### src/rtl/core/msds_pkg.sv
// ----------------------------------------------------------------------------
// msds_pkg
// Shared widths, codes, types and helpers of the mixed derivative stencil.
// ----------------------------------------------------------------------------
`timescale 1ns / 1ps

package msds_pkg;

  // field widths
  localparam int SAMPLE_W   = 16;
  localparam int DERIV_W    = 18;
  localparam int SUM_W      = 18;   // four-point sum, signed
  localparam int MAG_W      = 17;   // magnitude of the sum
  localparam int STEP_W     = 5;
  localparam int DIM_W      = 7;
  localparam int POS_W      = 6;
  localparam int COORD_W    = 7;    // stencil coordinate, pos + step
  localparam int LIM_W      = COORD_W + 1;
  localparam int SPAN_W     = 6;    // up to 2 * step
  localparam int DIVISOR_W  = 12;   // span_r * span_c
  localparam int CFG_IDX_W  = 2;
  localparam int CFG_DATA_W = 7;

  // default sizes
  localparam int DEF_MAX_ROWS = 64;
  localparam int DEF_MAX_COLS = 64;
  localparam int DEF_MAX_STEP = 16;
  localparam int MIN_DIM      = 3;

  // result queue
  localparam int OUT_DEPTH = 4;
  localparam int OUT_PTR_W = $clog2(OUT_DEPTH);
  localparam int OUT_CNT_W = $clog2(OUT_DEPTH + 1);

  // divider: quotient bits per cycle, step count and widths
  localparam int DIV_BPC   = 5;
  localparam int DIV_STEPS = (MAG_W + DIV_BPC - 1) / DIV_BPC;
  localparam int DIV_W     = DIV_STEPS * DIV_BPC;
  localparam int DIV_CNT_W = (DIV_STEPS > 1) ? $clog2(DIV_STEPS) : 1;

  // register indexes
  localparam logic [CFG_IDX_W-1:0] CFG_STEP = 2'd0;
  localparam logic [CFG_IDX_W-1:0] CFG_ROWS = 2'd1;
  localparam logic [CFG_IDX_W-1:0] CFG_COLS = 2'd2;

  // register reset values
  localparam logic [STEP_W-1:0] STEP_RST = 5'd1;
  localparam logic [DIM_W-1:0]  ROWS_RST = 7'd64;
  localparam logic [DIM_W-1:0]  COLS_RST = 7'd64;

  // item kinds
  localparam logic MODE_WRITE = 1'b0;
  localparam logic MODE_QUERY = 1'b1;

  typedef struct packed {
    logic [STEP_W-1:0] step;
    logic [DIM_W-1:0]  rows;
    logic [DIM_W-1:0]  cols;
  } cfg_t;

  typedef struct packed {
    logic [COORD_W-1:0] lo;
    logic [COORD_W-1:0] hi;
    logic [SPAN_W-1:0]  span;
  } axis_t;

  typedef struct packed {
    logic                    valid;
    logic                    bad;
    logic signed [SUM_W-1:0] sum;
    logic [DIVISOR_W-1:0]    divisor;
  } job_t;

  typedef struct packed {
    logic                      valid;
    logic signed [DERIV_W-1:0] derivative;
    logic                      bad_query;
  } res_t;

  // read order of the four stencil points (row, col)
  typedef enum logic [3:0] {
    RP_HH = 4'b0001,
    RP_LL = 4'b0010,
    RP_LH = 4'b0100,
    RP_HL = 4'b1000
  } rphase_t;

  // forward near the low edge, backward near the high edge, else central
  function automatic axis_t axis_points(input logic [POS_W-1:0]  pos,
                                        input logic [DIM_W-1:0]  len,
                                        input logic [STEP_W-1:0] s);
    axis_t             a;
    logic [LIM_W-1:0]  hi_lim;
    hi_lim = LIM_W'(len) - LIM_W'(s);
    if (COORD_W'(pos) < COORD_W'(s)) begin
      a.lo   = COORD_W'(pos);
      a.hi   = COORD_W'(pos) + COORD_W'(s);
      a.span = SPAN_W'(s);
    end else if (LIM_W'(pos) >= hi_lim) begin
      a.lo   = COORD_W'(pos) - COORD_W'(s);
      a.hi   = COORD_W'(pos);
      a.span = SPAN_W'(s);
    end else begin
      a.lo   = COORD_W'(pos) - COORD_W'(s);
      a.hi   = COORD_W'(pos) + COORD_W'(s);
      a.span = {s, 1'b0};
    end
    return a;
  endfunction

endpackage

### src/rtl/core/msds_div.sv
// ----------------------------------------------------------------------------
// msds_div
// Iterative signed divide by span product, truncating toward zero.
// ----------------------------------------------------------------------------
`timescale 1ns / 1ps

module msds_div (
  input  logic           clk,
  input  logic           rst_n,
  input  msds_pkg::job_t job,
  output msds_pkg::res_t res_r
);

  localparam int RW = msds_pkg::DIVISOR_W + 1;

  logic                               busy_r;
  logic [msds_pkg::DIV_CNT_W-1:0]     cnt_r;
  logic                               neg_r, bad_r;
  logic [msds_pkg::DIVISOR_W-1:0]     div_r;
  logic [RW-1:0]                      rem_r, rem_w, trial;
  logic [msds_pkg::DIV_W-1:0]         dq_r, dq_w;
  logic                               last;
  logic signed [msds_pkg::SUM_W-1:0]  sum_abs;
  logic [msds_pkg::MAG_W-1:0]         quo;
  logic [msds_pkg::DERIV_W-1:0]       quo_ext;

  assign sum_abs = job.sum[msds_pkg::SUM_W-1] ? -job.sum : job.sum;
  assign last    = busy_r && (cnt_r == msds_pkg::DIV_CNT_W'(msds_pkg::DIV_STEPS - 1));

  // DIV_BPC restoring steps per cycle
  always_comb begin
    rem_w = rem_r;
    dq_w  = dq_r;
    trial = '0;
    for (int i = 0; i < msds_pkg::DIV_BPC; i++) begin
      trial = {rem_w[msds_pkg::DIVISOR_W-1:0], dq_w[msds_pkg::DIV_W-1]};
      dq_w  = {dq_w[msds_pkg::DIV_W-2:0], 1'b0};
      if (trial >= {1'b0, div_r}) begin
        rem_w    = trial - {1'b0, div_r};
        dq_w[0]  = 1'b1;
      end else begin
        rem_w = trial;
      end
    end
  end

  assign quo     = dq_w[msds_pkg::MAG_W-1:0];
  assign quo_ext = msds_pkg::DERIV_W'(quo);

  always_ff @(posedge clk) begin
    if (!rst_n) begin
      busy_r      <= 1'b0;
      cnt_r       <= '0;
      res_r.valid <= 1'b0;
    end else begin
      if (job.valid) begin
        busy_r <= 1'b1;
        cnt_r  <= '0;
      end else if (last) begin
        busy_r <= 1'b0;
      end else if (busy_r) begin
        cnt_r <= cnt_r + 1'b1;
      end
      res_r.valid <= last;
    end
    if (last) begin
      res_r.bad_query  <= bad_r;
      res_r.derivative <= bad_r ? '0 : (neg_r ? -quo_ext : quo_ext);
    end
  end

  always_ff @(posedge clk) begin
    if (job.valid) begin
      neg_r <= job.sum[msds_pkg::SUM_W-1];
      bad_r <= job.bad;
      div_r <= job.divisor;
      rem_r <= '0;
      dq_r  <= msds_pkg::DIV_W'(sum_abs[msds_pkg::MAG_W-1:0]);
    end else if (busy_r) begin
      rem_r <= rem_w;
      dq_r  <= dq_w;
    end
  end

endmodule

### config.mk
export PLATFORM = sky130hd
export DESIGN_NAME = msds_div
export DESIGN_NICKNAME = d
export VERILOG_FILES = /design/src/rtl/core/msds_pkg.sv /design/src/rtl/core/msds_div.sv
export SDC_FILE = /design/constraint.sdc
export NUM_CORES = 1
export LEC_CHECK = 0
export BUFFER_PORTS_ARGS = -buffer_cell sky130_fd_sc_hd__buf_2
export CAP_MARGIN = 20
export CORE_ASPECT_RATIO = 0.9
export CORE_MARGIN = 2
export CORE_UTILIZATION = 55
export CTS_CLUSTER_DIAMETER = 100
export DETAILED_ROUTE_END_ITERATION = 8
export GPL_TIMING_DRIVEN = 0
export PLACE_DENSITY = 0.74
export SYNTH_ARGS = -nofsm -noshare
export SYNTH_HDL_FRONTEND = slang
export SYNTH_SLANG_ARGS = --single-unit
export TNS_END_PERCENT = 1
### constraint.sdc
create_clock -name clk -period 14.15 [get_ports clk]
set_input_delay 0.7075 -clock clk [delete_from_list [all_inputs] [get_ports clk]]
set_output_delay 0.7075 -clock clk [all_outputs]
set_load 0.02 [all_outputs]
After elaboration in Yosys (flattened, before gate mapping)
Index checks and enable logic that the tools add are counted.
{"block": "op_classes", "n_reduce_logical": 6, "n_lt_le_gt_ge": 5, "add_sub_neg": 8, "mux": 16, "n_bitwise": 3, "n_eq_ne": 1, "n_mul": 0, "div_mod_pow": 0, "n_shift": 0}
{"operator": "17-bit 2-to-1 mux", "n": 4}
{"operator": "13-bit by 12-bit greater-or-equal comparator with 1-bit output", "n": 5}
{"operator": "12-bit 2-to-1 mux", "n": 5}
{"operator": "12-bit subtractor", "n": 5}
{"operator": "17-bit negator with 18-bit output", "n": 1}
{"operator": "17-bit negator", "n": 1}
{"operator": "1-bit 2-to-1 mux", "n": 7}
{"operator": "2-bit nonzero test", "n": 2}
{"operator": "2-bit OR reduction", "n": 2}
{"operator": "1-bit inverter", "n": 3}
{"operator": "2-bit by 1-bit adder with 2-bit output (second input constant)", "n": 1}
{"operator": "2-bit equality test (second input constant)", "n": 1}
{"operator": "2-bit AND reduction", "n": 1}
{"operator": "1-bit logical AND", "n": 1}
{"block": "totals", "ram_bits": 0, "mem_count": 0, "mem_bits_ro": 0, "out_inout_bits": 20, "ff_bits": 69, "elab_cells": 51, "in_bits": 34, "latchBits": 0}

Longest topological paths before layout
{"block": "depth", "ltp_word": 12, "ltp_mapped": 55}

Least setup slack after synthesis
Ideal clock, no wire load.
{"block": "synth_timing", "kind": "reg-to-reg", "startpoint": "reg div_r[1] in the netlist's numbering", "endpoint": "reg res_r[9] in the netlist's numbering, data pin", "t_arrival_ns": 11.609, "synth_period_minus_slack_ns": 11.875, "required_time_ns": 13.884, "stages_incl_launch_ff": 54, "slack_ns": 2.275, "path_cell_list": "edfxtp_1 > inv_1 > ha_1 > nand3_1 > nor2_1 > a211oi_2 > nand2_2 > clkbuf_1 > mux2i_1 > inv_1 > ha_1 > a2111oi_0 > a21oi_1 > a221o_1 > a221o_1 > buf_2 > and3_1 > or2_2 > (+18 left out) > nor2_1 > ha_1 > nor2b_1 > o21a_1 > o21ai_0 > a21o_1 > a211oi_1 > or3_1 > a21oi_1 > o21ai_1 > nor2_1 > buf_2 > ha_1 > nand4_1 > or4_1 > o21ai_0 > xor2_1 > nor2_1"}
{"block": "synth_via", "elab_chain_cells": 12, "elab_cells_between_ends": 20}
{"element": "start, declared", "line": "msds_div.sv:19", "source": "logic [msds_pkg::DIVISOR_W-1:0] div_r;"}
{"element": "start signal, assigned", "line": "msds_div.sv:76", "source": "div_r <= job.divisor;"}
{"element": "12-bit subtractor or 13-bit by 12-bit greater-or-equal comparator with 1-bit output (tied branches)", "line": "msds_div.sv:39, msds_div.sv:38"}
{"element": "12-bit 2-to-1 mux", "line": "msds_div.sv:38", "source": "if (trial >= {1'b0, div_r}) begin"}
{"element": "12-bit subtractor or 13-bit by 12-bit greater-or-equal comparator with 1-bit output (tied branches)", "line": "msds_div.sv:39, msds_div.sv:38"}
{"element": "12-bit 2-to-1 mux", "line": "msds_div.sv:38"}
{"element": "12-bit subtractor or 13-bit by 12-bit greater-or-equal comparator with 1-bit output (tied branches)", "line": "msds_div.sv:39, msds_div.sv:38"}
{"element": "12-bit 2-to-1 mux", "line": "msds_div.sv:38"}
{"element": "12-bit subtractor or 13-bit by 12-bit greater-or-equal comparator with 1-bit output (tied branches)", "line": "msds_div.sv:39, msds_div.sv:38"}
{"element": "12-bit 2-to-1 mux", "line": "msds_div.sv:38"}
{"element": "13-bit by 12-bit greater-or-equal comparator with 1-bit output", "line": "msds_div.sv:38"}
{"element": "1-bit 2-to-1 mux", "line": "msds_div.sv:38"}
{"element": "17-bit negator with 18-bit output *", "line": "msds_div.sv:68", "source": "res_r.derivative <= bad_r ? '0 : (neg_r ? -quo_ext : quo_ext);"}
{"element": "17-bit 2-to-1 mux *", "line": "msds_div.sv:68"}
{"element": "end, declared", "line": "msds_div.sv:11", "source": "output msds_pkg::res_t res_r"}
Mark *: on every way between the ends. The rest lies on a longest branch, timed or not.
A chain may end at the register's enable or synchronous reset.

Worst setup path after layout
{"block": "layout_timing", "startpoint": "reg div_r[8] in the netlist's numbering", "endpoint": "reg res_r[9] in the netlist's numbering, data pin"}
Same word-level chain as after synthesis.

==> implementation parameters <==
Parameter                              Value

Status
  Result of the run ... complete, no violations

Drt
  Initial drt markers ... approximately 800
  Vias after detailed routing ... approximately 6.8k
  Routed wl met2 ... slightly above 9 mm
  Residual DRC ... 0
  Number of iterations in the first detailed-routing pass ... 5
  Via/cell ratio ... 6.43
  Top routing layer in use ... met4
  Met1 layer wirelength in the final routing ... 9.46 mm
  Average wire per standard cell ... 20.3 um
  Routed wire length on met3 ... roughly 2.0 mm
  Antenna-violating nets left ... 0
  Total wirelength of the detailed-routed design ... 21.4 mm

CTS
  Hold buffers post-CTS ... 0
  Clock Tree Root ... sky130_fd_sc_hd__clkbuf_16
  Number of CTS-inserted buffers ... 9
  Number of clock sinks ... just under 70
  Clock tree from TritonCTS ... done
  Clock latency reported for the late side of the worst-skew pair ... 0.34 ns
  CTS clk-pin slew, worst paths ... around 0.06 ns
  Clock Path Buffers ... 2
  CTS H-tree lvls ... 3

Synth
  Number of enable-type register cells in the synthesized netlist ... 50
  Share of synthesized cell area in and, or, nand and nor gates ... about a fifth
  Average cell area after synthesis ... between 8 and 9 um^2
  Number of warnings issued by yosys ... 0
  Largest family of logic cells by synthesized area ... compound AO/OA/AOI/OAI gates
  Share of synthesized registers carrying an async set or reset ... 0%
  Gate Count Post-Synth ... 802
  Syn Std Cell Area ... 0.00690 mm^2
  Multiplexer share of the synthesized area ... under 10%
  XOR/XNOR Fraction of Synth Area ... ~8.5%
  Share of the synthesized area in the top cell type ... between 20% and 30%
  Synth Flop Type ... sky130_fd_sc_hd__edfxtp_1
  Syn_nets ... 904
  Netlist cell types ... 75
  Synthesized-area fraction occupied by adder cells ... around 13%
  Top post-synthesis cells by area ... sky130_fd_sc_hd__edfxtp_1, sky130_fd_sc_hd__ha_1, sky130_fd_sc_hd__dfxtp_1
  Compound-cell area share of the yosys netlist ... a little under a quarter
  Sequential cell area fraction in the yosys report ... between 20% and 30%
  Largest area contributor in the synthesized netlist ... sky130_fd_sc_hd__edfxtp_1
  FF+latch count, synth ... 69

Setup path
  Critical path class ... flip-flop to flip-flop
  Crit Reg-Reg Endpoint ... res_r[9]$_SDFFCE_PP0P_
  Largest fanout on the critical path ... 10
  Crit path launch type ... flip-flop
  Worst Reg2Reg Path Length in Cells ... 54
  Cell type of the slowest stage on the worst timing path ... sky130_fd_sc_hd__or4_1
  Crit path largest cell delay ... about 0.5 ns
  Arrival time at the worst endpoint ... approximately 14 ns
  Kind of end point of the critical path ... flip-flop
  Slack of the worst reg-to-reg path ... ~0.65 ns
  Crit Reg-Reg Startpoint ... div_r[8]$_DFFE_PP_
  Required time of the critical path ... about 14 ns
  Crit. Startpoint ... div_r[8]$_DFFE_PP_

Floorplanning
  Die W ... 122 um
  # IOs ... 54
  Die Footprint ... approximately 0.013 mm^2
  Area of the core ... around 0.012 mm^2
  Initial core utilization ... between 50% and 60%
  Die height ... 110 um
  Rows ... 38

STA
  Fin crit share ... between 90% and 100%
  Final setup fails ... 0
  Transition at the pin with the smallest max-transition slack ... approximately 0.83 ns
  Setup Skew ... 0.00590 ns
  Achievable frequency ... roughly 0.074 GHz
  Final Hold Viols ... 0
  Headroom to the max-slew limit ... between 40% and 50%
  Post-route setup TNS ... 0 ns
  Setup slack after layout ... roughly 0.65 ns
  Pins Over Slew Limit ... 0
  Clock period minus final worst setup slack ... ~13 ns

Cells and area
  Fillcell total ... around 1k
  Fraction of final layout cells with drive strength greater than 1 ... between 10% and 20%
  Most common cell after layout, fill and taps aside ... sky130_fd_sc_hd__nor2_1
  Final net count ... between 900 and 1k
  Non-filler cells in the finished layout ... ~1.1k
  Most frequent cells in the layout ... sky130_fd_sc_hd__nor2_1, sky130_fd_sc_hd__a21oi_1, sky130_fd_sc_hd__ha_1
  Count of inserted antenna diode cells ... 0
  Area growth syn-to-layout ... 15.4%
  Util after Layout ... 65.4%

Min path
  Hold Path Origin ... bad_r$_DFFE_PP_
  Hold Crit Endpoint ... res_r[0]$_DFFE_PP_
  HP Class ... flip-flop to flip-flop
  Instance count along the most critical hold path ... 0

Job
  Max-capacitance violation count ... 0

GRT
  Pin count of the biggest net entering global routing ... 20
  Number of antenna violations at the first check in global routing ... 0
  Wire length of the first global-routing pass ... ~33 mm
  GRT Resource Usage Total ... around a third
  Sum of overflow across all layers after global routing ... 0
  Vias in the first global route ... 6186

Placement
  Routability congestion estimate ... around 1.0
  Quantity of I/O buffers inserted on ports ... between 50 and 60
  Placed Cells incl. Taps ... 1015
  DP Worst Slack ... -0.610 ns
  HPWL after DPL ... about 16 mm
==> Yosys cell counts, types with 7 or more instances <==
cell / instances
sky130_fd_sc_hd__or3_1: 8
sky130_fd_sc_hd__xor2_1: 25
sky130_fd_sc_hd__nand2b_1: 9
sky130_fd_sc_hd__o211ai_1: 15
sky130_fd_sc_hd__o31ai_1: 9
sky130_fd_sc_hd__xnor2_1: 42
sky130_fd_sc_hd__nor4_1: 7
sky130_fd_sc_hd__o2111ai_1: 12
sky130_fd_sc_hd__dfxtp_1: 19
sky130_fd_sc_hd__edfxtp_1: 50
sky130_fd_sc_hd__o21a_1: 12
sky130_fd_sc_hd__a21oi_1: 66
sky130_fd_sc_hd__inv_1: 50
sky130_fd_sc_hd__clkbuf_1: 11
sky130_fd_sc_hd__and3_1: 10
sky130_fd_sc_hd__a21boi_0: 8
sky130_fd_sc_hd__ha_1: 63
sky130_fd_sc_hd__nand3_1: 23
sky130_fd_sc_hd__nor2b_1: 12
sky130_fd_sc_hd__or2_1: 10
sky130_fd_sc_hd__a21o_1: 9
sky130_fd_sc_hd__nand2_1: 55
sky130_fd_sc_hd__mux2_2: 15
sky130_fd_sc_hd__nor2_1: 73
sky130_fd_sc_hd__o21ai_0: 41
sky130_fd_sc_hd__nand4_1: 8
sky130_fd_sc_hd__buf_2: 7
sky130_fd_sc_hd__a211oi_1: 8
sky130_fd_sc_hd__nor3_1: 26
sky130_fd_sc_hd__mux2i_1: 11
==> registers in the layout, summed over array words and instances (netlist names) <==
register,count
rem_r,12
dq_r,20
neg_r,1
cnt_r,2
busy_r,1
div_r,12
res_r,20
bad_r,1
==> repair_timing <==
action                     4_1_cts  5_1_grt
setup buffers                    3       18
resized for setup                8       34
setup endpoints to repair        7       10
pin swaps                        1        3
==> critical path: cells and delay by family, from the launching register on <==
kind | cells | cell delay (ns)
compound gates | 24 | 5.38
xor+xnor | 1 | 0.20
fa+ha+maj | 6 | 1.98
buf+inv | 7 | 1.62
flops | 1 | 0.38
mux | 1 | 0.29
simple gates | 15 | 3.33
==> kinds of logic (layout without fill, tap and decap cells) <==
family | Yosys count | in the layout
flip-flops | 69 | 69
XOR/XNOR | 67 | 67
buffers and inverters | 73 | 163
AO/OA/AOI/OAI | 234 | 234
multiplexers | 29 | 29
adder cells (fa/ha/maj) | 68 | 68
AND/OR/NAND/NOR | 262 | 262
==> per-stage QoR <==
stage	hold slack, ns	area (um^2)
6_report	0.476	7960
5_1_grt	0.500	7960
4_1_cts	0.485	7690
3_5_place_dp	0.468	7370
3_3_place_gp	0.453	7370
2_1_floorplan	0.424	6900
==> cell type report <==
cell class,count,area (um^2),share of cell area [%]
tap,160,200,2.51
clock inverter,6,48.8,0.613
clock buffer,10,229,2.88
sequential,69,1880,23.6
inverter,50,206,2.59
multi-input combinational,660,4860,61.0
buffer,23,119,1.49
timing repair buffer,74,423,5.31
==> routing by layer <==
metal	vias to the layer above	track usage (%)
met2	355	47.2
met3	53	7.51
met4	0	12.2
li1	3168	-
met1	3193	45.2
met5	-	0
==> worst max path at each step <==
stage / to / cells after the start / slack [ns]
after floorplan: res_r[9]$_SDFFCE_PP0P_ / 53 / 2.28
after global placement: res_r[9]$_SDFFCE_PP0P_ / 54 / -0.33
after detailed placement: res_r[9]$_SDFFCE_PP0P_ / 54 / -0.61
after CTS: res_r[9]$_SDFFCE_PP0P_ / 54 / 0.07
after global routing: res_r[9]$_SDFFCE_PP0P_ / 53 / -0.02
final: res_r[9]$_SDFFCE_PP0P_ / 54 / 0.65
Power is not shown: default switching activity piles up to over one toggle a cycle in this logic, so the estimate is an artifact.
