**src/rtl/core/msds_pkg.sv**
```systemverilog
// ----------------------------------------------------------------------------
// msds_pkg
// Shared widths, codes, types and helpers of the mixed derivative stencil.
// ----------------------------------------------------------------------------
`timescale 1ns / 1ps

package msds_pkg;

  // field widths
  localparam int SAMPLE_W   = 16;
  localparam int DERIV_W    = 18;
  localparam int SUM_W      = 18;   // four-point sum, signed
  localparam int MAG_W      = 17;   // magnitude of the sum
  localparam int STEP_W     = 5;
  localparam int DIM_W      = 7;
  localparam int POS_W      = 6;
  localparam int COORD_W    = 7;    // stencil coordinate, pos + step
  localparam int LIM_W      = COORD_W + 1;
  localparam int SPAN_W     = 6;    // up to 2 * step
  localparam int DIVISOR_W  = 12;   // span_r * span_c
  localparam int CFG_IDX_W  = 2;
  localparam int CFG_DATA_W = 7;

  // default sizes
  localparam int DEF_MAX_ROWS = 64;
  localparam int DEF_MAX_COLS = 64;
  localparam int DEF_MAX_STEP = 16;
  localparam int MIN_DIM      = 3;

  // result queue
  localparam int OUT_DEPTH = 4;
  localparam int OUT_PTR_W = $clog2(OUT_DEPTH);
  localparam int OUT_CNT_W = $clog2(OUT_DEPTH + 1);

  // divider: quotient bits per cycle, step count and widths
  localparam int DIV_BPC   = 5;
  localparam int DIV_STEPS = (MAG_W + DIV_BPC - 1) / DIV_BPC;
  localparam int DIV_W     = DIV_STEPS * DIV_BPC;
  localparam int DIV_CNT_W = (DIV_STEPS > 1) ? $clog2(DIV_STEPS) : 1;

  // register indexes
  localparam logic [CFG_IDX_W-1:0] CFG_STEP = 2'd0;
  localparam logic [CFG_IDX_W-1:0] CFG_ROWS = 2'd1;
  localparam logic [CFG_IDX_W-1:0] CFG_COLS = 2'd2;

  // register reset values
  localparam logic [STEP_W-1:0] STEP_RST = 5'd1;
  localparam logic [DIM_W-1:0]  ROWS_RST = 7'd64;
  localparam logic [DIM_W-1:0]  COLS_RST = 7'd64;

  // item kinds
  localparam logic MODE_WRITE = 1'b0;
  localparam logic MODE_QUERY = 1'b1;

  typedef struct packed {
    logic [STEP_W-1:0] step;
    logic [DIM_W-1:0]  rows;
    logic [DIM_W-1:0]  cols;
  } cfg_t;

  typedef struct packed {
    logic [COORD_W-1:0] lo;
    logic [COORD_W-1:0] hi;
    logic [SPAN_W-1:0]  span;
  } axis_t;

  typedef struct packed {
    logic                    valid;
    logic                    bad;
    logic signed [SUM_W-1:0] sum;
    logic [DIVISOR_W-1:0]    divisor;
  } job_t;

  typedef struct packed {
    logic                      valid;
    logic signed [DERIV_W-1:0] derivative;
    logic                      bad_query;
  } res_t;

  // read order of the four stencil points (row, col)
  typedef enum logic [3:0] {
    RP_HH = 4'b0001,
    RP_LL = 4'b0010,
    RP_LH = 4'b0100,
    RP_HL = 4'b1000
  } rphase_t;

  // forward near the low edge, backward near the high edge, else central
  function automatic axis_t axis_points(input logic [POS_W-1:0]  pos,
                                        input logic [DIM_W-1:0]  len,
                                        input logic [STEP_W-1:0] s);
    axis_t             a;
    logic [LIM_W-1:0]  hi_lim;
    hi_lim = LIM_W'(len) - LIM_W'(s);
    if (COORD_W'(pos) < COORD_W'(s)) begin
      a.lo   = COORD_W'(pos);
      a.hi   = COORD_W'(pos) + COORD_W'(s);
      a.span = SPAN_W'(s);
    end else if (LIM_W'(pos) >= hi_lim) begin
      a.lo   = COORD_W'(pos) - COORD_W'(s);
      a.hi   = COORD_W'(pos);
      a.span = SPAN_W'(s);
    end else begin
      a.lo   = COORD_W'(pos) - COORD_W'(s);
      a.hi   = COORD_W'(pos) + COORD_W'(s);
      a.span = {s, 1'b0};
    end
    return a;
  endfunction

endpackage

```
**src/rtl/core/msds_fetch.sv**
```systemverilog
// ----------------------------------------------------------------------------
// msds_fetch
// Query setup, four-read sequencer and signed accumulation of the stencil.
// ----------------------------------------------------------------------------
`timescale 1ns / 1ps

module msds_fetch #(
  parameter int MAX_ROWS = msds_pkg::DEF_MAX_ROWS,
  parameter int MAX_COLS = msds_pkg::DEF_MAX_COLS,
  parameter int MAX_STEP = msds_pkg::DEF_MAX_STEP,
  parameter int AW       = $clog2(MAX_ROWS * MAX_COLS)
) (
  input  logic                                 clk,
  input  logic                                 rst_n,
  input  msds_pkg::cfg_t                       cfg,
  input  logic                                 start,
  input  logic [msds_pkg::POS_W-1:0]           row,
  input  logic [msds_pkg::POS_W-1:0]           col,
  input  logic signed [msds_pkg::SAMPLE_W-1:0] rd_data,
  output logic                                 hold,
  output logic                                 mem_re,
  output logic [AW-1:0]                        mem_raddr,
  output msds_pkg::job_t                       job_r
);

  msds_pkg::axis_t   ax_row, ax_col;
  logic              bad_now;

  logic              busy_r;
  msds_pkg::rphase_t ph_r, ph_nxt;
  logic [msds_pkg::COORD_W-1:0] rlo_r, rhi_r, clo_r, chi_r;
  logic [msds_pkg::SPAN_W-1:0]  rspan_r, cspan_r;
  logic                         qbad_r;
  logic [msds_pkg::COORD_W-1:0] rsel, csel;

  logic              tag_v_r;
  msds_pkg::rphase_t tag_ph_r;
  logic              tag_bad_r;
  logic [msds_pkg::SPAN_W-1:0]  tag_rspan_r, tag_cspan_r;

  logic signed [msds_pkg::SUM_W-1:0] acc_r, smp, acc_add, acc_sum;

  assign ax_row = msds_pkg::axis_points(row, cfg.rows, cfg.step);
  assign ax_col = msds_pkg::axis_points(col, cfg.cols, cfg.step);

  assign bad_now = (cfg.step == '0) || (int'(cfg.step) > MAX_STEP)
                || (cfg.rows < msds_pkg::DIM_W'(msds_pkg::MIN_DIM))
                || (int'(cfg.rows) > MAX_ROWS)
                || (cfg.cols < msds_pkg::DIM_W'(msds_pkg::MIN_DIM))
                || (int'(cfg.cols) > MAX_COLS)
                || ({1'b0, cfg.step, 1'b0} > cfg.rows)
                || ({1'b0, cfg.step, 1'b0} > cfg.cols)
                || ({1'b0, row} >= cfg.rows)
                || ({1'b0, col} >= cfg.cols);

  // next item may enter on the edge that issues the last read
  assign hold   = busy_r && (ph_r != msds_pkg::RP_HL);
  assign mem_re = busy_r;

  always_comb begin
    case (ph_r)
      msds_pkg::RP_HH: ph_nxt = msds_pkg::RP_LL;
      msds_pkg::RP_LL: ph_nxt = msds_pkg::RP_LH;
      msds_pkg::RP_LH: ph_nxt = msds_pkg::RP_HL;
      msds_pkg::RP_HL: ph_nxt = msds_pkg::RP_HH;
      default:         ph_nxt = msds_pkg::RP_HH;
    endcase
  end

  always_comb begin
    case (ph_r)
      msds_pkg::RP_HH: begin rsel = rhi_r; csel = chi_r; end
      msds_pkg::RP_LL: begin rsel = rlo_r; csel = clo_r; end
      msds_pkg::RP_LH: begin rsel = rlo_r; csel = chi_r; end
      msds_pkg::RP_HL: begin rsel = rhi_r; csel = clo_r; end
      default:         begin rsel = rlo_r; csel = clo_r; end
    endcase
  end

  assign mem_raddr = AW'(AW'(rsel) * AW'(MAX_COLS) + AW'(csel));

  // sign pattern: (+,+) and (-,-) add, cross terms subtract
  assign smp     = msds_pkg::SUM_W'(rd_data);
  assign acc_add = ((tag_ph_r == msds_pkg::RP_HH) || (tag_ph_r == msds_pkg::RP_LL))
                   ? smp : -smp;
  assign acc_sum = (tag_ph_r == msds_pkg::RP_HH) ? acc_add : acc_r + acc_add;

  always_ff @(posedge clk) begin
    if (!rst_n) begin
      busy_r      <= 1'b0;
      ph_r        <= msds_pkg::RP_HH;
      tag_v_r     <= 1'b0;
      job_r.valid <= 1'b0;
    end else begin
      if (start) begin
        busy_r <= 1'b1;
        ph_r   <= msds_pkg::RP_HH;
      end else if (busy_r) begin
        busy_r <= (ph_r != msds_pkg::RP_HL);
        ph_r   <= ph_nxt;
      end
      tag_v_r     <= busy_r;
      job_r.valid <= tag_v_r && (tag_ph_r == msds_pkg::RP_HL);
    end
    if (tag_v_r) begin
      job_r.sum     <= acc_sum;
      job_r.bad     <= tag_bad_r;
      job_r.divisor <= msds_pkg::DIVISOR_W'(tag_rspan_r) * msds_pkg::DIVISOR_W'(tag_cspan_r);
    end
  end

  always_ff @(posedge clk) begin
    if (start) begin
      // rejected queries read a harmless corner
      rlo_r   <= bad_now ? '0 : ax_row.lo;
      rhi_r   <= bad_now ? '0 : ax_row.hi;
      clo_r   <= bad_now ? '0 : ax_col.lo;
      chi_r   <= bad_now ? '0 : ax_col.hi;
      rspan_r <= ax_row.span;
      cspan_r <= ax_col.span;
      qbad_r  <= bad_now;
    end
    tag_ph_r    <= ph_r;
    tag_bad_r   <= qbad_r;
    tag_rspan_r <= rspan_r;
    tag_cspan_r <= cspan_r;
    if (tag_v_r) begin
      acc_r <= acc_sum;
    end
  end

endmodule

```
**config.mk**
```make
export PLATFORM = sky130hd
export DESIGN_NAME = msds_fetch
export DESIGN_NICKNAME = d
export VERILOG_FILES = /design/src/rtl/core/msds_pkg.sv /design/src/rtl/core/msds_fetch.sv
export SDC_FILE = /design/constraint.sdc
export NUM_CORES = 1
export LEC_CHECK = 0
export ABC_AREA = 1
export BUFFER_PORTS_ARGS = -buffer_cell sky130_fd_sc_hd__buf_2
export CORE_MARGIN = 4
export CORE_UTILIZATION = 50
export DETAILED_ROUTE_END_ITERATION = 8
export PLACE_DENSITY = 0.78
export SYNTH_ARGS = -nofsm -noshare
export SYNTH_HDL_FRONTEND = slang
export SYNTH_SLANG_ARGS = --single-unit
```
**constraint.sdc**
```tcl
create_clock -name clk -period 3.3 [get_ports clk]
set_input_delay 0.495 -clock clk [delete_from_list [all_inputs] [get_ports clk]]
set_output_delay 0.495 -clock clk [all_outputs]
set_load 0.02 [all_outputs]
```
=== Word-level counts from Yosys, hierarchy flattened ===
Cells that the tools add are included.

* Bits of input ports: 50
* Output and inout bits: 46
* Word-level logic and storage cells: 83
* Flip-flop bits (word level): 94

* Equal/unequal tests: 8
* Muxes and demuxes: 11
* Multiply operators: 1
* Bitwise operators: 1
* Order comparisons: 13
* Reduce and logical (&&, ||, !) cells: 19
* Add/subtract/negate cells: 9

{| class="wikitable"
|+ Operators with widths
! kind !! number
|-
| 19-bit two-way mux || 2
|-
| 18-bit two-way mux || 2
|-
| 13-bit two-way mux || 2
|-
| 18-bit adder || 1
|-
| 16-bit negator with 18-bit output || 1
|-
| 6-bit by 8-bit greater-or-equal comparator with 1-bit output || 2
|-
| 7-bit by 5-bit subtractor with 8-bit output || 2
|-
| 6-bit by 5-bit adder with 7-bit output || 2
|-
| 6-bit by 7-bit greater-or-equal comparator with 1-bit output || 2
|-
| 6-bit by 7-bit greater-than comparator with 1-bit output || 2
|-
| 7-bit greater-than comparator (second input constant) || 2
|-
| 7-bit by 2-bit less-than comparator with 1-bit output (second input constant) || 2
|-
| 12-bit by 7-bit adder with 12-bit output || 1
|-
| 6-bit by 5-bit less-than comparator with 1-bit output || 2
|-
| 6-bit by 6-bit multiplier with 12-bit output || 1
|-
| 4-bit one-hot mux with 3 select lines || 1
|-
| 2-bit OR reduction || 6
|-
| 1-bit logical OR || 10
|-
| 4-bit by 1-bit equality test with 1-bit output (second input constant) || 2
|-
| 4-bit by 2-bit equality test with 1-bit output (second input constant) || 2
|-
| 4-bit equality test (second input constant) || 2
|-
| 7-bit two-way mux || 1
|-
| 6-bit by 5-bit subtractor with 7-bit output || 1
|-
| 6-bit two-way mux || 1
|-
| other kinds (8) || 10
|}

=== Logic depth before layout (Yosys ltp) ===
* Depth after elaboration: 11
* Depth in mapped cells: 21

=== Least setup slack after synthesis ===
No wires, ideal clock.

* Kind: reg2reg
* From: register tag_cspan_r[4] (netlist bit)
* To: register job_r[11] (netlist bit), data pin
* Library setup time: 0.262 ns
* Period minus slack after synthesis: 3.390 ns
* Arrival time: 3.127 ns
* Cell stages (with the launch flop): 18
* Data required time: 3.038 ns
* Path slack: -0.090 ns
* Path through: dfxtp_1 > nand2_1 > inv_1 > fa_1 > fa_1 > inv_1 > fa_1 > inv_1 > ha_1 > nand3_1 > nand3_1 > nand2_1 > nand2_1 > nand2_1 > nand2_1 > a21oi_1 > o21bai_1 > xor2_1

* Longest elaborated chain between the ends: 1

{| class="wikitable"
|+ RTL lines
! what !! RTL line !! text
|-
| start: declaration || msds_fetch.sv:39 || <nowiki>logic [msds_pkg::SPAN_W-1:0] tag_rspan_r, tag_cspan_r;</nowiki>
|-
| start signal: assignment || msds_fetch.sv:126 || <nowiki>tag_cspan_r <= cspan_r;</nowiki>
|-
| 6-bit by 6-bit multiplier with 12-bit output || msds_fetch.sv:108 || <nowiki>job_r.divisor <= msds_pkg::DIVISOR_W'(tag_rspan_r) * msds_pkg::DIVISOR_W'(tag_cspan_r);</nowiki>
|-
| end: declaration || msds_fetch.sv:23 || <nowiki>output msds_pkg::job_t job_r</nowiki>
|}

No other way between the ends.
A chain may end at the register's enable or synchronous reset.

=== Worst setup path after layout ===
* From: register tag_cspan_r[1] (netlist bit)
* To: register job_r[10] (netlist bit), data pin

Same word-level chain as after synthesis.

==> results.md <==
- The headroom to the max-slew limit is 41.1%.
- Global routing consumed, on the met2 layer, 37.0% of the routing resources.
- The max-slew violation total from the final report is 0.
- The worst setup path category is reg -> reg.
- 96 I/O pins were placed.
- The synthesized area per cell is 7.89 um^2.
- The pre-antenna-repair detailed-routing pass consisted of 6 iterations.
- Max-cap violations in this run came to 0.
- The count of clock tree sinks is 94.
- The path type of the worst min-delay path is reg -> reg.
- Clock latency on the worst-skew pair, taken at its later pin, is 0.35 ns.
- The synthesized design contains 70 enable-type register cells.
- The number of buffer cells added on primary ports is 95.
- For this run, design rule violations remaining after detail routing come to 0.
- The layer carrying the most global-route usage is met2.
- The count of state elements after synthesis is 94.
- Clock tree synthesis selected as its root buffer the cell sky130_fd_sc_hd__clkbuf_16.
- The global-route wire length before repair is 30.4 mm.
- Counting I/O delays and the setup requirement, the final critical path takes 3.33 ns.
- The most frequently used flop master after synthesis is sky130_fd_sc_hd__edfxtp_1.
- The floorplan step defined a die boundary enclosing 0.0185 mm^2.
- Setup repair after global routing could not meet its margin everywhere.
- The final setup violation count is 1.
- The initial antenna violation count is 0.
- The H-tree generated during clock tree synthesis spans 3 levels.
- Across every metal layer, demand over resource in global routing totals 20.1%.
- The endpoint kind of the worst setup timing path is a flip-flop.
- Global routing consumed, on the met3 layer, 2.59% of the routing resources.
- After clock tree synthesis, the clock-pin slew on the worst setup and hold paths is 0.07 ns.
- Wires add up to 18.9 mm.
- Setup slack on the critical path of the routed design comes to -0.0303 ns.
- In this run the remaining antenna-violating nets after routing total 0.
- The distinct cell type count of the synthesized netlist is 50.
- Of the cells placed in the final design, the portion with a size suffix greater than 1 is 18.8%.
- The clock tree from TritonCTS is built.
- The placer congestion estimate is 0.931.
- The library cells used most frequently in the layout, excluding fill and tap cells, are sky130_fd_sc_hd__nand2_1, sky130_fd_sc_hd__inv_1, sky130_fd_sc_hd__ha_1.
- For the pin with the worst max-slew slack, the measured transition is 0.883 ns.
- VDD sags by at most 341 uV.
- Across the routed clock network, the largest skew measured is 0.0145 ns.
- The synthesized cell area is 0.00820 mm^2.
- For this block, the initial DRC count from the detailed router was 429.
- The category of the worst setup path launch point is a flip-flop.
- Dividing the detail-routed wire length by the instance count gives 13.4 um.
- The final layout contains 1361 nets.
- The detailed-route via count is 7183.
- The data required time of the worst path is 3.39 ns.
- For this run, asynchronously set or reset flops after synthesis account for 0%.
- The Yosys warning count is 0.
- The finished layout holds 1404 standard cells, fillers aside.
- The number of buffers created by CTS is 9.
- Derived from the worst setup path, the maximum achievable clock frequency is 300 MHz.
- In this run, placement finished with an instance count of 1380.
- The area of the core is 0.0160 mm^2.
- The run finished, with violations left.
- The post-synthesis cell type with the largest combined area is sky130_fd_sc_hd__edfxtp_1.
- The via count of the first global-routing pass was 6833.
- In this run the biggest area consumer among cell types represents 25.6% of the synthesized area.
- The leakage power figure is 5.01 nW.
- Of all nets on the critical path, the largest fanout is 5.
- Counting every net in the synthesized netlist gives 1218.
- For this design, the CTS-stage hold fixing added 0 buffers.
- The total of fill cells in the finished design is 1423.
- Dividing the final minimum period by the clock period gives 101%.
- The starting density of the core is 51.3%.
- The die is 136 um tall.
- The final global-route overflow total is 0.
- The initialized floorplan defines 46 standard-cell rows.
- The antenna cell count is 0.
- Across the whole layout, storage elements account for 0.00260 mm^2.
- The wire-length estimate of the detail-placed layout is 15.1 mm.
- The routed via count divided by cell count is 5.12.
- Entering global routing, the biggest net connects 42 pins.
- The arrival time of the worst setup path is 3.42 ns.
- The area added between synthesis and finish is 17.5%.
- By area the synthesized netlist is led by sky130_fd_sc_hd__edfxtp_1, sky130_fd_sc_hd__ha_1, sky130_fd_sc_hd__nand2_1.
- The sum of negative setup slack is -0.0303 ns.
- Before CTS, the worst setup slack after placement is -0.133 ns.
- The final reports fail on setup timing.
- In the synthesized netlist, the number of instances is 1040.
- Leaving out fill and tap cells, the most frequent cell in the layout is sky130_fd_sc_hd__nand2_1.
- The met1 global-route usage is 24.9%.
- In this run the horizontal extent of the chip is 136 um.
- In the final layout, the multi-input gates occupy 0.00500 mm^2.
- The total power density per cell area is 522 mW/mm^2.
- The sequential-to-total area share from yosys stat is 31.5%.
- The longest clock path from root to sink contains 2 buffers.
- The final hold violation count is 0.
## worst paths after layout
path	startpoint	to	slack, ns	depth (start not counted)
max reg2reg	tag_cspan_r[1]	job_r[10]	-0.03	18
max	tag_cspan_r[1]	job_r[10]	-0.03	18
min reg2reg	rspan_r[2]	tag_rspan_r[2]	0.35	0
min	rspan_r[2]	tag_rspan_r[2]	0.35	0
## critical path, stage by stage (launching register included)
cell                      delay (ns)
sky130_fd_sc_hd__dfxtp_2        0.34
sky130_fd_sc_hd__nand2_1        0.07
sky130_fd_sc_hd__inv_1          0.05
sky130_fd_sc_hd__fa_1           0.51
sky130_fd_sc_hd__inv_1          0.05
sky130_fd_sc_hd__fa_1           0.46
sky130_fd_sc_hd__fa_1           0.51
sky130_fd_sc_hd__inv_2          0.05
sky130_fd_sc_hd__ha_4           0.25
sky130_fd_sc_hd__a21oi_2        0.13
sky130_fd_sc_hd__nand2_1        0.07
sky130_fd_sc_hd__nand2_1        0.07
sky130_fd_sc_hd__nand2_1        0.05
sky130_fd_sc_hd__nand2_1        0.07
sky130_fd_sc_hd__nand2_1        0.07
sky130_fd_sc_hd__nand2_1        0.06
sky130_fd_sc_hd__nand2_1        0.06
sky130_fd_sc_hd__a21oi_2        0.14
sky130_fd_sc_hd__xor2_1         0.08
## layer usage
layer  vias up  share of wire, %
met2       182                50
li1       3694                 -
met5         -                 0
met3        19               4.7
met4         0               1.2
met1      3288                44
## power by group
part	switching (mW)	total, mW	internal, mW	leakage (nW)
combinational	1.39	2.43	1.04	4.00
clock	0.474	1.07	0.598	0.143
sequential	0.0568	1.53	1.48	0.862
## synthesized netlist by cell type, types with 3 or more instances
master	instances
sky130_fd_sc_hd__nand4_1	17
sky130_fd_sc_hd__nor2_2	5
sky130_fd_sc_hd__nor2_1	80
sky130_fd_sc_hd__xnor2_1	14
sky130_fd_sc_hd__inv_2	4
sky130_fd_sc_hd__xor2_1	27
sky130_fd_sc_hd__edfxtp_1	70
sky130_fd_sc_hd__or2_2	8
sky130_fd_sc_hd__nand2_2	3
sky130_fd_sc_hd__clkbuf_1	3
sky130_fd_sc_hd__nand3_1	52
sky130_fd_sc_hd__inv_1	170
sky130_fd_sc_hd__nand3_2	3
sky130_fd_sc_hd__o21ai_1	11
sky130_fd_sc_hd__a31oi_1	3
sky130_fd_sc_hd__o31ai_1	3
sky130_fd_sc_hd__nor3_1	5
sky130_fd_sc_hd__a21o_1	6
sky130_fd_sc_hd__nand3b_1	3
sky130_fd_sc_hd__dfxtp_1	24
sky130_fd_sc_hd__o21bai_1	4
sky130_fd_sc_hd__nand2_1	261
sky130_fd_sc_hd__fa_1	24
sky130_fd_sc_hd__o21ai_0	49
sky130_fd_sc_hd__o21a_1	3
sky130_fd_sc_hd__a21oi_1	56
sky130_fd_sc_hd__ha_1	104
## area by class of cell
type,count,area share (%)
Multi-Input combinational cell,765,51.9
Sequential cell,94,27.0
Timing Repair Buffer,139,8.36
Inverter,174,6.78
Tap cell,216,2.80
Clock buffer,9,2.34
Clock inverter,7,0.831
## cells by family (layout without fill, tap and decap cells)
family	Yosys count	after routing	synth area share, %
buffers and inverters	181	329	8.53
multiplexers	2	2	0.259
AO/OA/AOI/OAI	147	147	10.1
XOR/XNOR	41	41	4.38
adder cells (fa/ha/maj)	128	128	21.7
AND/OR/NAND/NOR	447	447	23.5
flip-flops	94	94	31.5
## through the flow
| step | hold slack (ns) | utilization (%) | power [mW] | area, um^2 |
|---|---|---|---|---|
| 2_1_floorplan | 0.323 | - | 3.14 | 8230 |
| 3_5_place_dp | 0.333 | 57.5 | 3.81 | 9200 |
| 3_3_place_gp | 0.324 | 57.5 | 3.73 | 9200 |
| 5_1_grt | 0.350 | 60.2 | 5.41 | 9640 |
| 4_1_cts | 0.345 | 59.8 | 4.95 | 9570 |
| 6_report | 0.345 | 60.2 | 5.03 | 9640 |
## flip-flops by register name (all words and copies together), names as in the netlist
| register | cells |
|---|---|
| acc_r | 18 |
| job_r | 14 |
| chi_r | 7 |
| clo_r | 7 |
| cspan_r | 6 |
| rhi_r | 6 |
| rlo_r | 6 |
| rspan_r | 6 |
| tag_cspan_r | 6 |
| tag_rspan_r | 6 |
| ph_r | 4 |
| tag_ph_r | 4 |
| mem_re | 1 |
| qbad_r | 1 |
| tag_bad_r | 1 |
| tag_v_r | 1 |
## what timing repair did
| item | in CTS | in global routing |
|---|---|---|
| endpoints found under the setup margin | 4 | 7 |
| resized for setup | 10 | 19 |
| hold endpoints to repair | 0 | 0 |
| setup buffers | 5 | 3 |
| pin swaps | 12 | 10 |
(Power assumes the default switching activity.)
